## src/hw/rtl/hcs_pkg.sv

```systemverilog
// ---------------------------------------------------------------------------
// HSL colour shift package
// Shared pixel type, hue constants, lane numbering and register indexes.
// ---------------------------------------------------------------------------
package hcs_pkg;

  // Hue is kept in 1/16 degree; a full turn is 5760
  localparam int HUE_TURN  = 5760;
  localparam int HUE_SIXTH = 960;
  localparam int HW        = 13;   // hue width, 0..6719 fits
  localparam int HNUM_W    = 21;   // hue dividend width, below 6720*255
  localparam int DW        = 9;    // divisor width, divisors stay below 256

  // Divider lanes
  localparam int LANES      = 2;
  localparam int LANE_HUE   = 0;
  localparam int LANE_SAT   = 1;

  // Configuration register indexes
  localparam int CFG_IDX_W = 2;
  localparam logic [CFG_IDX_W-1:0] CFG_HUE   = 2'd0;
  localparam logic [CFG_IDX_W-1:0] CFG_SAT   = 2'd1;
  localparam logic [CFG_IDX_W-1:0] CFG_LIGHT = 2'd2;
  localparam int CFG_W = 14;

  typedef struct packed {
    logic [7:0] red;
    logic [7:0] green;
    logic [7:0] blue;
    logic [7:0] alpha;
  } pix_t;

endpackage

```

## src/hw/rtl/hcs_div.sv

```systemverilog
// ---------------------------------------------------------------------------
// HSL colour shift pipelined divider
// Restoring division, one quotient bit per stage, several lanes in step.
// ---------------------------------------------------------------------------
module hcs_div #(
  parameter int NW = 21,
  parameter int QW = 13,
  parameter int PW = 32
) (
  input  logic                                            clk,
  input  logic                                            rst_n,
  input  logic                                            en,
  input  logic                                            in_valid,
  input  logic [hcs_pkg::LANES-1:0][NW-1:0]               in_num,
  input  logic [hcs_pkg::LANES-1:0][hcs_pkg::DW-1:0]      in_den,
  input  logic [PW-1:0]                                   in_side,
  output logic                                            out_valid,
  output logic [hcs_pkg::LANES-1:0][QW-1:0]               out_quot,
  output logic [PW-1:0]                                   out_side
);

  localparam int L = hcs_pkg::LANES;
  localparam int D = hcs_pkg::DW;

  logic [L-1:0][D-1:0]  rem_r  [QW];
  logic [L-1:0][QW-1:0] work_r [QW];
  logic [L-1:0][D-1:0]  den_r  [QW];
  logic [PW-1:0]        side_r [QW];
  logic [QW-1:0]        vld_r;

  for (genvar st = 0; st < QW; st++) begin : g_st
    logic [L-1:0][D-1:0]  rem_p;
    logic [L-1:0][QW-1:0] work_p;
    logic [L-1:0][D-1:0]  den_p;
    logic [PW-1:0]        side_p;
    logic                 vld_p;
    logic [L-1:0][D-1:0]  rem_nxt;
    logic [L-1:0][QW-1:0] work_nxt;

    // pick up the previous stage, or the raw dividend at the head
    if (st == 0) begin : g_head
      always_comb begin
        for (int ln = 0; ln < L; ln++) begin
          rem_p[ln]  = D'(in_num[ln] >> QW);
          work_p[ln] = in_num[ln][QW-1:0];
        end
      end
      assign den_p  = in_den;
      assign side_p = in_side;
      assign vld_p  = in_valid;
    end else begin : g_body
      assign rem_p  = rem_r[st-1];
      assign work_p = work_r[st-1];
      assign den_p  = den_r[st-1];
      assign side_p = side_r[st-1];
      assign vld_p  = vld_r[st-1];
    end

    // one trial subtract per lane
    always_comb begin
      logic [D:0] trial;
      logic       ge;
      for (int ln = 0; ln < L; ln++) begin
        trial = {rem_p[ln], work_p[ln][QW-1]};
        ge    = (trial >= {1'b0, den_p[ln]});
        rem_nxt[ln]  = ge ? D'(trial - {1'b0, den_p[ln]}) : D'(trial);
        work_nxt[ln] = {work_p[ln][QW-2:0], ge};
      end
    end

    always_ff @(posedge clk) begin
      if (!rst_n) begin
        vld_r[st] <= 1'b0;
      end else if (en) begin
        vld_r[st] <= vld_p;
      end
    end

    always_ff @(posedge clk) begin
      if (en) begin
        rem_r[st]  <= rem_nxt;
        work_r[st] <= work_nxt;
        den_r[st]  <= den_p;
        side_r[st] <= side_p;
      end
    end
  end

  assign out_valid = vld_r[QW-1];
  assign out_quot  = work_r[QW-1];
  assign out_side  = side_r[QW-1];

endmodule

```

## src/hw/rtl/hcs_mix.sv

```systemverilog
// ---------------------------------------------------------------------------
// HSL colour shift adjust stages
// Apply the offsets, then form the q and p levels of the HSL to RGB step.
// ---------------------------------------------------------------------------
module hcs_mix #(
  parameter int F  = 12,
  parameter int QW = 13
) (
  input  logic                      clk,
  input  logic                      rst_n,
  input  logic                      en,
  input  logic                      in_valid,
  input  logic [QW-1:0]             in_hue,
  input  logic [QW-1:0]             in_sat,
  input  logic [QW-1:0]             in_light,
  input  hcs_pkg::pix_t             in_side,
  input  logic signed [13:0]        hue_off,
  input  logic signed [9:0]         sat_off,
  input  logic signed [9:0]         light_off,
  output logic                      out_valid,
  output logic [F:0]                out_q,
  output logic [F:0]                out_p,
  output logic [hcs_pkg::HW-1:0]    out_hue,
  output hcs_pkg::pix_t             out_side
);

  localparam int HW = hcs_pkg::HW;
  localparam logic [F:0] ONE  = (F+1)'(1) << F;
  localparam logic [F:0] HALF = (F+1)'(1) << (F-1);

  logic [2:0] vld_r;

  logic [HW-1:0]   h1_r, h2_r, h3_r;
  logic [F:0]      s1_r, l1_r, s2_r, l2_r, q3_r, p3_r;
  logic [2*F+1:0]  ls2_r;
  hcs_pkg::pix_t   side1_r, side2_r, side3_r;

  logic [HW-1:0]   h1_nxt;
  logic [F:0]      s1_nxt, l1_nxt, q3_nxt, p3_nxt;

  // stage 1: hue rotate and wrap, clamp saturation and lightness
  always_comb begin
    logic signed [13:0]  ho;
    logic signed [14:0]  hs;
    logic signed [F+2:0] ss, ll;
    ho = hue_off;
    if (ho > 14'sd5760)  ho = 14'sd5760;
    if (ho < -14'sd5760) ho = -14'sd5760;
    hs = $signed({2'b00, in_hue[HW-1:0]}) + 15'(ho);
    if (hs < 15'sd0) begin
      hs = hs + 15'sd5760;
    end else if (hs >= 15'sd5760) begin
      hs = hs - 15'sd5760;
    end
    h1_nxt = hs[HW-1:0];

    ss = $signed({2'b00, in_sat[F:0]})   + ((F+3)'(sat_off)   <<< (F-8));
    ll = $signed({2'b00, in_light[F:0]}) + ((F+3)'(light_off) <<< (F-8));
    if (ss < 0)                              s1_nxt = '0;
    else if (ss > $signed({2'b00, ONE}))     s1_nxt = ONE;
    else                                     s1_nxt = ss[F:0];
    if (ll < 0)                              l1_nxt = '0;
    else if (ll > $signed({2'b00, ONE}))     l1_nxt = ONE;
    else                                     l1_nxt = ll[F:0];
  end

  // stage 3: q and p from the registered product
  always_comb begin
    logic [F+1:0]        t1;
    logic [F+2:0]        qv;
    logic signed [F+3:0] pv;
    t1 = ls2_r[2*F+1:F];
    if (l2_r < HALF) begin
      qv = (F+3)'(l2_r) + (F+3)'(t1);
    end else begin
      qv = (F+3)'(l2_r) + (F+3)'(s2_r) - (F+3)'(t1);
    end
    q3_nxt = qv[F:0];
    pv = $signed({2'b00, l2_r, 1'b0}) - $signed({3'b000, qv[F:0]});
    p3_nxt = (pv < 0) ? '0 : pv[F:0];
  end

  always_ff @(posedge clk) begin
    if (!rst_n) begin
      vld_r <= '0;
    end else if (en) begin
      vld_r <= {vld_r[1:0], in_valid};
    end
  end

  // advance the payload
  always_ff @(posedge clk) begin
    if (en) begin
      h1_r    <= h1_nxt;
      s1_r    <= s1_nxt;
      l1_r    <= l1_nxt;
      side1_r <= in_side;
      ls2_r   <= l1_r * s1_r;
      h2_r    <= h1_r;
      s2_r    <= s1_r;
      l2_r    <= l1_r;
      side2_r <= side1_r;
      q3_r    <= q3_nxt;
      p3_r    <= p3_nxt;
      h3_r    <= h2_r;
      side3_r <= side2_r;
    end
  end

  assign out_valid = vld_r[2];
  assign out_q     = q3_r;
  assign out_p     = p3_r;
  assign out_hue   = h3_r;
  assign out_side  = side3_r;

endmodule

```

## src/hw/rtl/hcs_chan.sv

```systemverilog
// ---------------------------------------------------------------------------
// HSL colour shift channel stages
// Interpolate each colour channel from p and q by hue, scale to a byte.
// ---------------------------------------------------------------------------
module hcs_chan #(
  parameter int F = 12
) (
  input  logic                    clk,
  input  logic                    rst_n,
  input  logic                    en,
  input  logic                    in_valid,
  input  logic [F:0]              in_q,
  input  logic [F:0]              in_p,
  input  logic [hcs_pkg::HW-1:0]  in_hue,
  input  hcs_pkg::pix_t           in_side,
  output logic                    out_valid,
  output hcs_pkg::pix_t           out_pix
);

  localparam int HW = hcs_pkg::HW;
  localparam int XW = F + 11;
  localparam int YW = F + 5;
  localparam logic [YW-1:0] RCP = YW'((1 << YW) / 15);
  localparam logic [F:0]    ONE = (F+1)'(1) << F;

  typedef enum logic [1:0] {SEG_RISE, SEG_FLAT, SEG_FALL, SEG_LOW} seg_t;

  logic [2:0] vld_r;

  logic [XW-1:0] x1_r   [3];
  seg_t          seg1_r [3];
  seg_t          seg2_r [3];
  logic [YW-1:0] y2_r   [3];
  logic [F:0]    qe2_r  [3];
  logic [F:0]    q1_r, p1_r, q2_r, p2_r;
  hcs_pkg::pix_t side1_r, side2_r, out_pix_r;

  logic [XW-1:0] x1_nxt   [3];
  seg_t          seg1_nxt [3];
  logic [F:0]    qe2_nxt  [3];
  logic [7:0]    byte_nxt [3];

  // stage 1: hue position per channel and the interpolation product
  always_comb begin
    logic signed [14:0] t;
    logic [HW-1:0]      tu;
    logic [9:0]         f;
    for (int ln = 0; ln < 3; ln++) begin
      t = $signed({2'b00, in_hue});
      if (ln == 0)      t = t + 15'sd1920;
      else if (ln == 2) t = t - 15'sd1920;
      if (t < 15'sd0) begin
        t = t + 15'sd5760;
      end else if (t > 15'sd5760) begin
        t = t - 15'sd5760;
      end
      tu = t[HW-1:0];
      if (tu < 13'd960) begin
        seg1_nxt[ln] = SEG_RISE;
        f = tu[9:0];
      end else if (tu < 13'd2880) begin
        seg1_nxt[ln] = SEG_FLAT;
        f = '0;
      end else if (tu < 13'd3840) begin
        seg1_nxt[ln] = SEG_FALL;
        f = 10'(13'd3840 - tu);
      end else begin
        seg1_nxt[ln] = SEG_LOW;
        f = '0;
      end
      x1_nxt[ln] = XW'(in_q - in_p) * XW'(f);
    end
  end

  // stage 2: divide by 960 as a shift by 64 and a reciprocal of 15
  always_comb begin
    logic [YW-1:0]   y;
    logic [2*YW-1:0] prod;
    for (int ln = 0; ln < 3; ln++) begin
      y    = x1_r[ln][XW-1:6];
      prod = (2*YW)'(y) * (2*YW)'(RCP);
      qe2_nxt[ln] = prod[YW+F:YW];
    end
  end

  // stage 3: correct the quotient, pick the level, scale to a byte
  always_comb begin
    logic [YW-1:0] e15, rr;
    logic [F:0]    qc;
    logic [F+1:0]  c;
    logic [F+9:0]  w;
    for (int ln = 0; ln < 3; ln++) begin
      e15 = YW'({qe2_r[ln], 4'b0000}) - YW'(qe2_r[ln]);
      rr  = y2_r[ln] - e15;
      qc  = (rr >= YW'(15)) ? qe2_r[ln] + (F+1)'(1) : qe2_r[ln];
      case (seg2_r[ln])
        SEG_RISE, SEG_FALL: c = (F+2)'(p2_r) + (F+2)'(qc);
        SEG_FLAT:           c = (F+2)'(q2_r);
        default:            c = (F+2)'(p2_r);
      endcase
      if (c > (F+2)'(ONE)) c = (F+2)'(ONE);
      w = ((F+10)'(c) << 8) - (F+10)'(c);
      byte_nxt[ln] = w[F+7:F];
    end
  end

  always_ff @(posedge clk) begin
    if (!rst_n) begin
      vld_r <= '0;
    end else if (en) begin
      vld_r <= {vld_r[1:0], in_valid};
    end
  end

  // advance the payload; transparent items keep their colour
  always_ff @(posedge clk) begin
    if (en) begin
      x1_r    <= x1_nxt;
      seg1_r  <= seg1_nxt;
      q1_r    <= in_q;
      p1_r    <= in_p;
      side1_r <= in_side;
      for (int ln = 0; ln < 3; ln++) begin
        y2_r[ln] <= x1_r[ln][XW-1:6];
      end
      qe2_r   <= qe2_nxt;
      seg2_r  <= seg1_r;
      q2_r    <= q1_r;
      p2_r    <= p1_r;
      side2_r <= side1_r;
      out_pix_r.alpha <= side2_r.alpha;
      if (side2_r.alpha == 8'd0) begin
        out_pix_r.red   <= side2_r.red;
        out_pix_r.green <= side2_r.green;
        out_pix_r.blue  <= side2_r.blue;
      end else begin
        out_pix_r.red   <= byte_nxt[0];
        out_pix_r.green <= byte_nxt[1];
        out_pix_r.blue  <= byte_nxt[2];
      end
    end
  end

  assign out_valid = vld_r[2];
  assign out_pix   = out_pix_r;

endmodule

```

## src/hw/rtl/hsl_color_shift_pixel_top.sv

```systemverilog
// Pipeline: front stage, one-bit-per-stage divider, adjust stages, channel stages;
//   QW = max(13, FRACTION_BITS + 1) is the divider quotient width.
// Throughput: one item per cycle; the whole pipeline holds while the output stalls.
// Reset: synchronous, active low; clears the valid bits and the three offsets to zero.
// ---------------------------------------------------------------------------
// HSL colour shift pixel top
// RGB to HSL, offset hue, saturation and lightness, and back to RGB.
// ---------------------------------------------------------------------------
module hsl_color_shift_pixel_top #(
  parameter int FRACTION_BITS = 12
) (
  input  logic                            clk,
  input  logic                            rst_n,
  input  logic                            in_valid,
  output logic                            in_ready,
  input  logic [7:0]                      in_red,
  input  logic [7:0]                      in_green,
  input  logic [7:0]                      in_blue,
  input  logic [7:0]                      in_alpha,
  output logic                            out_valid,
  input  logic                            out_ready,
  output logic [7:0]                      out_red,
  output logic [7:0]                      out_green,
  output logic [7:0]                      out_blue,
  output logic [7:0]                      out_alpha,
  input  logic                            cfg_we,
  input  logic [hcs_pkg::CFG_IDX_W-1:0]   cfg_index,
  input  logic [hcs_pkg::CFG_W-1:0]       cfg_wdata
);

  localparam int F  = FRACTION_BITS;
  localparam int QW = (F + 1 > hcs_pkg::HW) ? F + 1 : hcs_pkg::HW;
  localparam int NW = (F + 9 > hcs_pkg::HNUM_W) ? F + 9 : hcs_pkg::HNUM_W;
  localparam int L  = hcs_pkg::LANES;
  localparam int D  = hcs_pkg::DW;
  localparam int PIX_W = $bits(hcs_pkg::pix_t);
  localparam int PW    = PIX_W + F + 1;
  localparam int HW_BASE = hcs_pkg::HW;
  localparam int LRW     = F + 9;
  localparam logic [LRW-1:0] LIGHT_RCP = LRW'(((longint'(1) << (F + 16)) + 254) / 255);

  logic adv;

  logic signed [13:0] hue_off_r;
  logic signed [9:0]  sat_off_r;
  logic signed [9:0]  light_off_r;

  logic                   fvld_r;
  logic [L-1:0][NW-1:0]   fnum_r, fnum_nxt;
  logic [L-1:0][D-1:0]    fden_r, fden_nxt;
  logic [F:0]             flight_nxt;
  logic [PW-1:0]          fside_r;

  logic                   dvld;
  logic [L-1:0][QW-1:0]   dquot;
  logic [PW-1:0]          dside;

  logic                   mvld;
  logic [F:0]             mq, mp;
  logic [hcs_pkg::HW-1:0] mhue;
  hcs_pkg::pix_t          mside;
  hcs_pkg::pix_t          opix;

  // hold the whole pipeline while a result waits
  assign adv      = !out_valid || out_ready;
  assign in_ready = adv;

  // configuration writes
  always_ff @(posedge clk) begin
    if (!rst_n) begin
      hue_off_r   <= '0;
      sat_off_r   <= '0;
      light_off_r <= '0;
    end else if (cfg_we) begin
      case (cfg_index)
        hcs_pkg::CFG_HUE:   hue_off_r   <= cfg_wdata[13:0];
        hcs_pkg::CFG_SAT:   sat_off_r   <= cfg_wdata[9:0];
        hcs_pkg::CFG_LIGHT: light_off_r <= cfg_wdata[9:0];
        default: ;
      endcase
    end
  end

  // front stage: max, min, the two dividends and divisors, and the lightness
  always_comb begin
    logic [7:0]         mx, mn, d;
    logic [8:0]         sum;
    logic signed [9:0]  diff;
    logic [HW_BASE-1:0] base;
    logic [20:0]        bd;
    logic signed [22:0] hn;
    logic [F+17:0]      lp;
    mx = in_red;
    if (in_green > mx) mx = in_green;
    if (in_blue > mx)  mx = in_blue;
    mn = in_red;
    if (in_green < mn) mn = in_green;
    if (in_blue < mn)  mn = in_blue;
    sum = 9'(mx) + 9'(mn);
    d   = mx - mn;
    if (mx == in_red) begin
      diff = $signed({2'b00, in_green}) - $signed({2'b00, in_blue});
      base = (in_green < in_blue) ? HW_BASE'(hcs_pkg::HUE_TURN) : '0;
    end else if (mx == in_green) begin
      diff = $signed({2'b00, in_blue}) - $signed({2'b00, in_red});
      base = HW_BASE'(2 * hcs_pkg::HUE_SIXTH);
    end else begin
      diff = $signed({2'b00, in_red}) - $signed({2'b00, in_green});
      base = HW_BASE'(4 * hcs_pkg::HUE_SIXTH);
    end
    bd = 21'(base) * 21'(d);
    hn = $signed({2'b00, bd}) + 23'(diff) * 23'sd960;
    fnum_nxt[hcs_pkg::LANE_HUE]   = NW'(hn[20:0]);
    fnum_nxt[hcs_pkg::LANE_SAT]   = NW'(d) << F;
    if (d == 8'd0) begin
      fden_nxt[hcs_pkg::LANE_HUE] = 9'd1;
      fden_nxt[hcs_pkg::LANE_SAT] = 9'd1;
    end else begin
      fden_nxt[hcs_pkg::LANE_HUE] = 9'(d);
      fden_nxt[hcs_pkg::LANE_SAT] = (sum <= 9'd255) ? sum : 9'd510 - sum;
    end
    // lightness: divide by 510 with a rounded-up reciprocal, exact for sums up to 510
    lp         = (F+18)'(sum) * (F+18)'(LIGHT_RCP);
    flight_nxt = lp[F+17:17];
  end

  always_ff @(posedge clk) begin
    if (!rst_n) begin
      fvld_r <= 1'b0;
    end else if (adv) begin
      fvld_r <= in_valid;
    end
  end

  // carry the lightness beside the pixel through the divider
  always_ff @(posedge clk) begin
    if (adv) begin
      fnum_r  <= fnum_nxt;
      fden_r  <= fden_nxt;
      fside_r <= {flight_nxt, in_red, in_green, in_blue, in_alpha};
    end
  end

  hcs_div #(.NW(NW), .QW(QW), .PW(PW)) u_div (
    .clk       (clk),
    .rst_n     (rst_n),
    .en        (adv),
    .in_valid  (fvld_r),
    .in_num    (fnum_r),
    .in_den    (fden_r),
    .in_side   (fside_r),
    .out_valid (dvld),
    .out_quot  (dquot),
    .out_side  (dside)
  );

  hcs_mix #(.F(F), .QW(QW)) u_mix (
    .clk       (clk),
    .rst_n     (rst_n),
    .en        (adv),
    .in_valid  (dvld),
    .in_hue    (dquot[hcs_pkg::LANE_HUE]),
    .in_sat    (dquot[hcs_pkg::LANE_SAT]),
    .in_light  (QW'(dside[PW-1:PIX_W])),
    .in_side   (hcs_pkg::pix_t'(dside[PIX_W-1:0])),
    .hue_off   (hue_off_r),
    .sat_off   (sat_off_r),
    .light_off (light_off_r),
    .out_valid (mvld),
    .out_q     (mq),
    .out_p     (mp),
    .out_hue   (mhue),
    .out_side  (mside)
  );

  hcs_chan #(.F(F)) u_chan (
    .clk       (clk),
    .rst_n     (rst_n),
    .en        (adv),
    .in_valid  (mvld),
    .in_q      (mq),
    .in_p      (mp),
    .in_hue    (mhue),
    .in_side   (mside),
    .out_valid (out_valid),
    .out_pix   (opix)
  );

  assign out_red   = opix.red;
  assign out_green = opix.green;
  assign out_blue  = opix.blue;
  assign out_alpha = opix.alpha;

endmodule

```

## config.mk

```make
export PLATFORM = sky130hd
export DESIGN_NAME = hsl_color_shift_pixel_top
export DESIGN_NICKNAME = d
export VERILOG_FILES = /design/src/hw/rtl/hcs_pkg.sv /design/src/hw/rtl/hcs_div.sv /design/src/hw/rtl/hcs_mix.sv /design/src/hw/rtl/hcs_chan.sv /design/src/hw/rtl/hsl_color_shift_pixel_top.sv
export SDC_FILE = /design/constraint.sdc
export NUM_CORES = 2
export LEC_CHECK = 0
export ABC_AREA = 1
export BUFFER_PORTS_ARGS = -buffer_cell sky130_fd_sc_hd__buf_2
export CORE_UTILIZATION = 40
export DETAILED_ROUTE_END_ITERATION = 8
export PLACE_DENSITY = 0.54
export SYNTH_ARGS = -nofsm -noshare
export SYNTH_HDL_FRONTEND = slang
export SYNTH_HIERARCHICAL = 1
export SYNTH_SLANG_ARGS = --single-unit
```

## constraint.sdc

```tcl
create_clock -name clk -period 61.4 [get_ports clk]
set_input_delay 0 -clock clk [delete_from_list [all_inputs] [get_ports clk]]
set_output_delay 0 -clock clk [all_outputs]
set_load 0.005 [all_outputs]
```

==> impl_metrics.py <==
metrics = {
    "worst_hold_path": {
        "min_path_type": "input port to flip-flop",
        "worstHoldStart": "in_blue[2]",
    },
    "run": {
        "max-cap-violations": 0,
    },
    "finish": {
        "num-fill-cells": 29992,
        "layout-drive-gt1-share": 0.0612,
        "seqCellArea_sq_um": 60100,
        "final_core_util": 0.446,
        "nNetsFinal": 14607,
        "multiInputGateArea_sq_um": 55200,
        "syn_to_final_growth_pct": 11.1,
    },
    "synth": {
        "ys_warn_count": 6,
        "synth-main-ff-cell": "edfxtp_1",
        "synth_area_sq_um": 125000,
        "muxShareOfSynthArea": 0.0000799,
        "synth_compound_area_frac": 0.0412,
        "synth_cell_types": 74,
        "synth_top_family_by_area": "adder cells",
        "synth-seq-area-share": 0.480,
        "synthCells": 12587,
        "ys_seq_elements": 2020,
        "avgSynthCellArea_sq_um": 9.96,
        "async_flop_share": 0,
        "synth-simple-area-share": 0.174,
        "synthAdderAreaFrac": 0.198,
        "synth_xor_area_frac": 0.0261,
        "synth_edf_count": 1966,
    },
    "cts": {
        "cts_buffer_depth": 4,
        "cts_made_buffers": 220,
        "h-tree-depth": 4,
        "clk_latency_ns": 0.91,
        "postCtsResizedCells": 0,
        "cts_sinks": 2020,
        "cts-root-buf": "clkbuf_16",
        "cts_tree": "built",
        "clkTransAtPathRegs_ns": 0.06,
    },
    "critical_path": {
        "max_stage_delay_ns": 0.80,
        "startpoint": "in_green[2]",
        "worstReg2RegStart": "u_chan/qe2_r[28]$_DFFE_PP_",
        "path_common_cell": "nand2_1",
        "crit_arrival_ns": 12.16,
        "cp_top_family": "adder cells",
        "worstSetupPathType": "input port to flip-flop",
        "required_ns": 62.06,
        "critPathMaxFanout": 21,
        "critPathLaunchType": "input port",
        "end_kind": "flip-flop",
        "cp_num_buf_inv": 8,
        "cp_slowest_cell": "a21boi_1",
    },
    "placement": {
        "dpl.hpwl_mm": 208,
        "numPortBuffers": 86,
        "place_congestion": 0.889,
    },
    "detailed_routing": {
        "drtIter0Drc": 4915,
        "drt-total-wl_mm": 273,
        "drc_errors": 0,
        "vias_per_cell": 4.74,
        "firstDrtPassIters": 6,
        "wl_per_cell_um": 15.8,
        "vias": 81793,
        "ant_nets": 0,
    },
    "sta": {
        "setup_tns_ns": 0,
        "finalCritPeriodShare": 0.187,
        "slew_viol_final": 0,
        "relSlewSlack": 0.133,
        "rsz0062_at_grt": "false",
        "hold_viol": 0,
        "fmax_mhz": 86.9,
        "fin_crit_ns": 11.51,
        "worst-slew-pin-transition_ns": 1.29,
        "skew_ns": 0.0945,
        "holdWs_ns": 0.0843,
        "setup_viol": 0,
    },
    "floorplan": {
        "ioPinCount": 87,
        "fp.dieH_um": 562,
        "core_area_sq_um": 312000,
        "die_x_um": 562,
        "dieArea_sq_um": 316000,
        "rows": 205,
        "start_util": 0.402,
    },
    "global_routing": {
        "grt_overflow_total": 0,
        "antenna_found_initial": 4,
        "grt_pass1_vias": 80802,
        "grt_first_pass_wirelength_mm": 439,
        "grt_max_degree": 155,
        "grt_usage": 0.174,
    },
    "outcome": {
        "status": "complete, no violations",
    },
}
## synth_stat cells (all sizes together), types with 5 or more instances
cell,n,area share
o21a,18,0.0011
nand4,129,0.0066
a21o,24,0.0014
xnor2,85,0.0059
fa,633,0.10
o221ai,8,0.00056
a31oi,23,0.0011
edfxtp,1966,0.47
o21bai,43,0.0026
dfxtp,54,0.0086
clkinv,17,0.00051
o21ai,271,0.011
nor3,91,0.0040
inv,2500,0.075
nand3b,41,0.0025
nor4,26,0.0013
nor2,797,0.026
and2,8,0.00040
o311ai,5,0.00035
a221oi,7,0.00049
a21oi,430,0.017
clkbuf,96,0.0029
buf,36,0.0021
ha,975,0.097
a21boi,7,0.00045
xor2,289,0.020
nand3,818,0.035
o211ai,8,0.00048
or2,31,0.0015
a211oi,15,0.00090
o31ai,7,0.00042
nand2,3071,0.097
o22ai,35,0.0017
## stage by stage
stage | cells | worst slack [ns] | cell area [sq um]
2_1_floorplan | 12610 | 14.43 | 125000
6_report | 17265 | 49.89 | 139000
5_1_grt | 17265 | 48.76 | 139000
3_3_place_gp | 16755 | 49.61 | 131000
3_5_place_dp | 16755 | 49.55 | 131000
4_1_cts | 17264 | 50.00 | 139000
## registers in the layout (all words and copies together), names as in the netlist, 39 cells and up
signal        count
u_div/side_r    585
u_div/work_r    338
u_div/den_r     216
u_div/rem_r     216
u_chan/x1_r      51
u_chan/y2_r      51
fside_r          45
u_chan/qe2_r     39
## worst paths after layout
path                                    to  slack [ns]  depth (start not counted)
max                   fnum_r[20]$_DFFE_PP_       49.89                         59
min                  fside_r[10]$_DFFE_PP_        0.08                          2
max reg2reg   u_chan/out_pix[30]$_DFFE_PP_       52.57                         49
min reg2reg  u_div/work_r[9][12]$_DFFE_PP_        0.39                          0
## timing repair
action	CTS	global route
hold endpoints to repair	112	0
hold buffers	109	0
buffers inserted	0	0
## placed cells by master, fill, tap and decap left out, types with 15 or more instances in the layout
cell / n
ha_1: 975
nand3_1: 772
nor3_1: 84
clkbuf_1: 38
nand3b_1: 38
dlygate4sd3_1: 109
nor2_1: 744
nand2_2: 99
xor2_1: 289
a31oi_1: 22
bufinv_16: 26
buf_2: 86
o21a_1: 18
clkinv_2: 38
nand4_1: 126
nor4_1: 26
clkbuf_16: 225
edfxtp_1: 1966
xnor2_1: 85
o22ai_1: 35
o21ai_0: 243
a21o_1: 24
dfxtp_1: 54
nor2_2: 42
conb_1: 25
o21bai_1: 42
clkinv_1: 49
o21ai_1: 20
or2_2: 26
a211oi_1: 15
nand2_4: 38
nand3_2: 43
buf_4: 50
fa_1: 633
nand2_1: 2927
inv_2: 35
a21oi_1: 426
inv_1: 2463
## per-layer routing
layer | wire [um] | GRT usage | vias to the layer above | part of all wire
met5 | 0 | 0 | - | 0
li1 | - | - | 41545 | -
met3 | 9690 | 0.0180 | 409 | 0.035
met1 | 126000 | 0.233 | 38563 | 0.46
met2 | 129000 | 0.295 | 1276 | 0.47
met4 | 8340 | 0.0545 | 0 | 0.031
## cells by family after synthesis
| family | after synthesis |
|---|---|
| buf+inv | 2649 |
| simple gates | 5017 |
| compound gates | 916 |
| other cells | 2 |
| xor+xnor | 374 |
| mux | 1 |
| flops | 2020 |
| fa+ha+maj | 1608 |
## cell type report
cell class,count,share of cell area
sequential,2020,0.432
antenna,1,0.0000180
clock inverter,128,0.0106
tap,4140,0.0372
timing repair buffer,246,0.0138
inverter,2517,0.0679
clock buffer,272,0.0421
multi-input combinational,7941,0.397
Power is not shown: default switching activity piles up to over one toggle a cycle in this logic, so the estimate is an artifact.
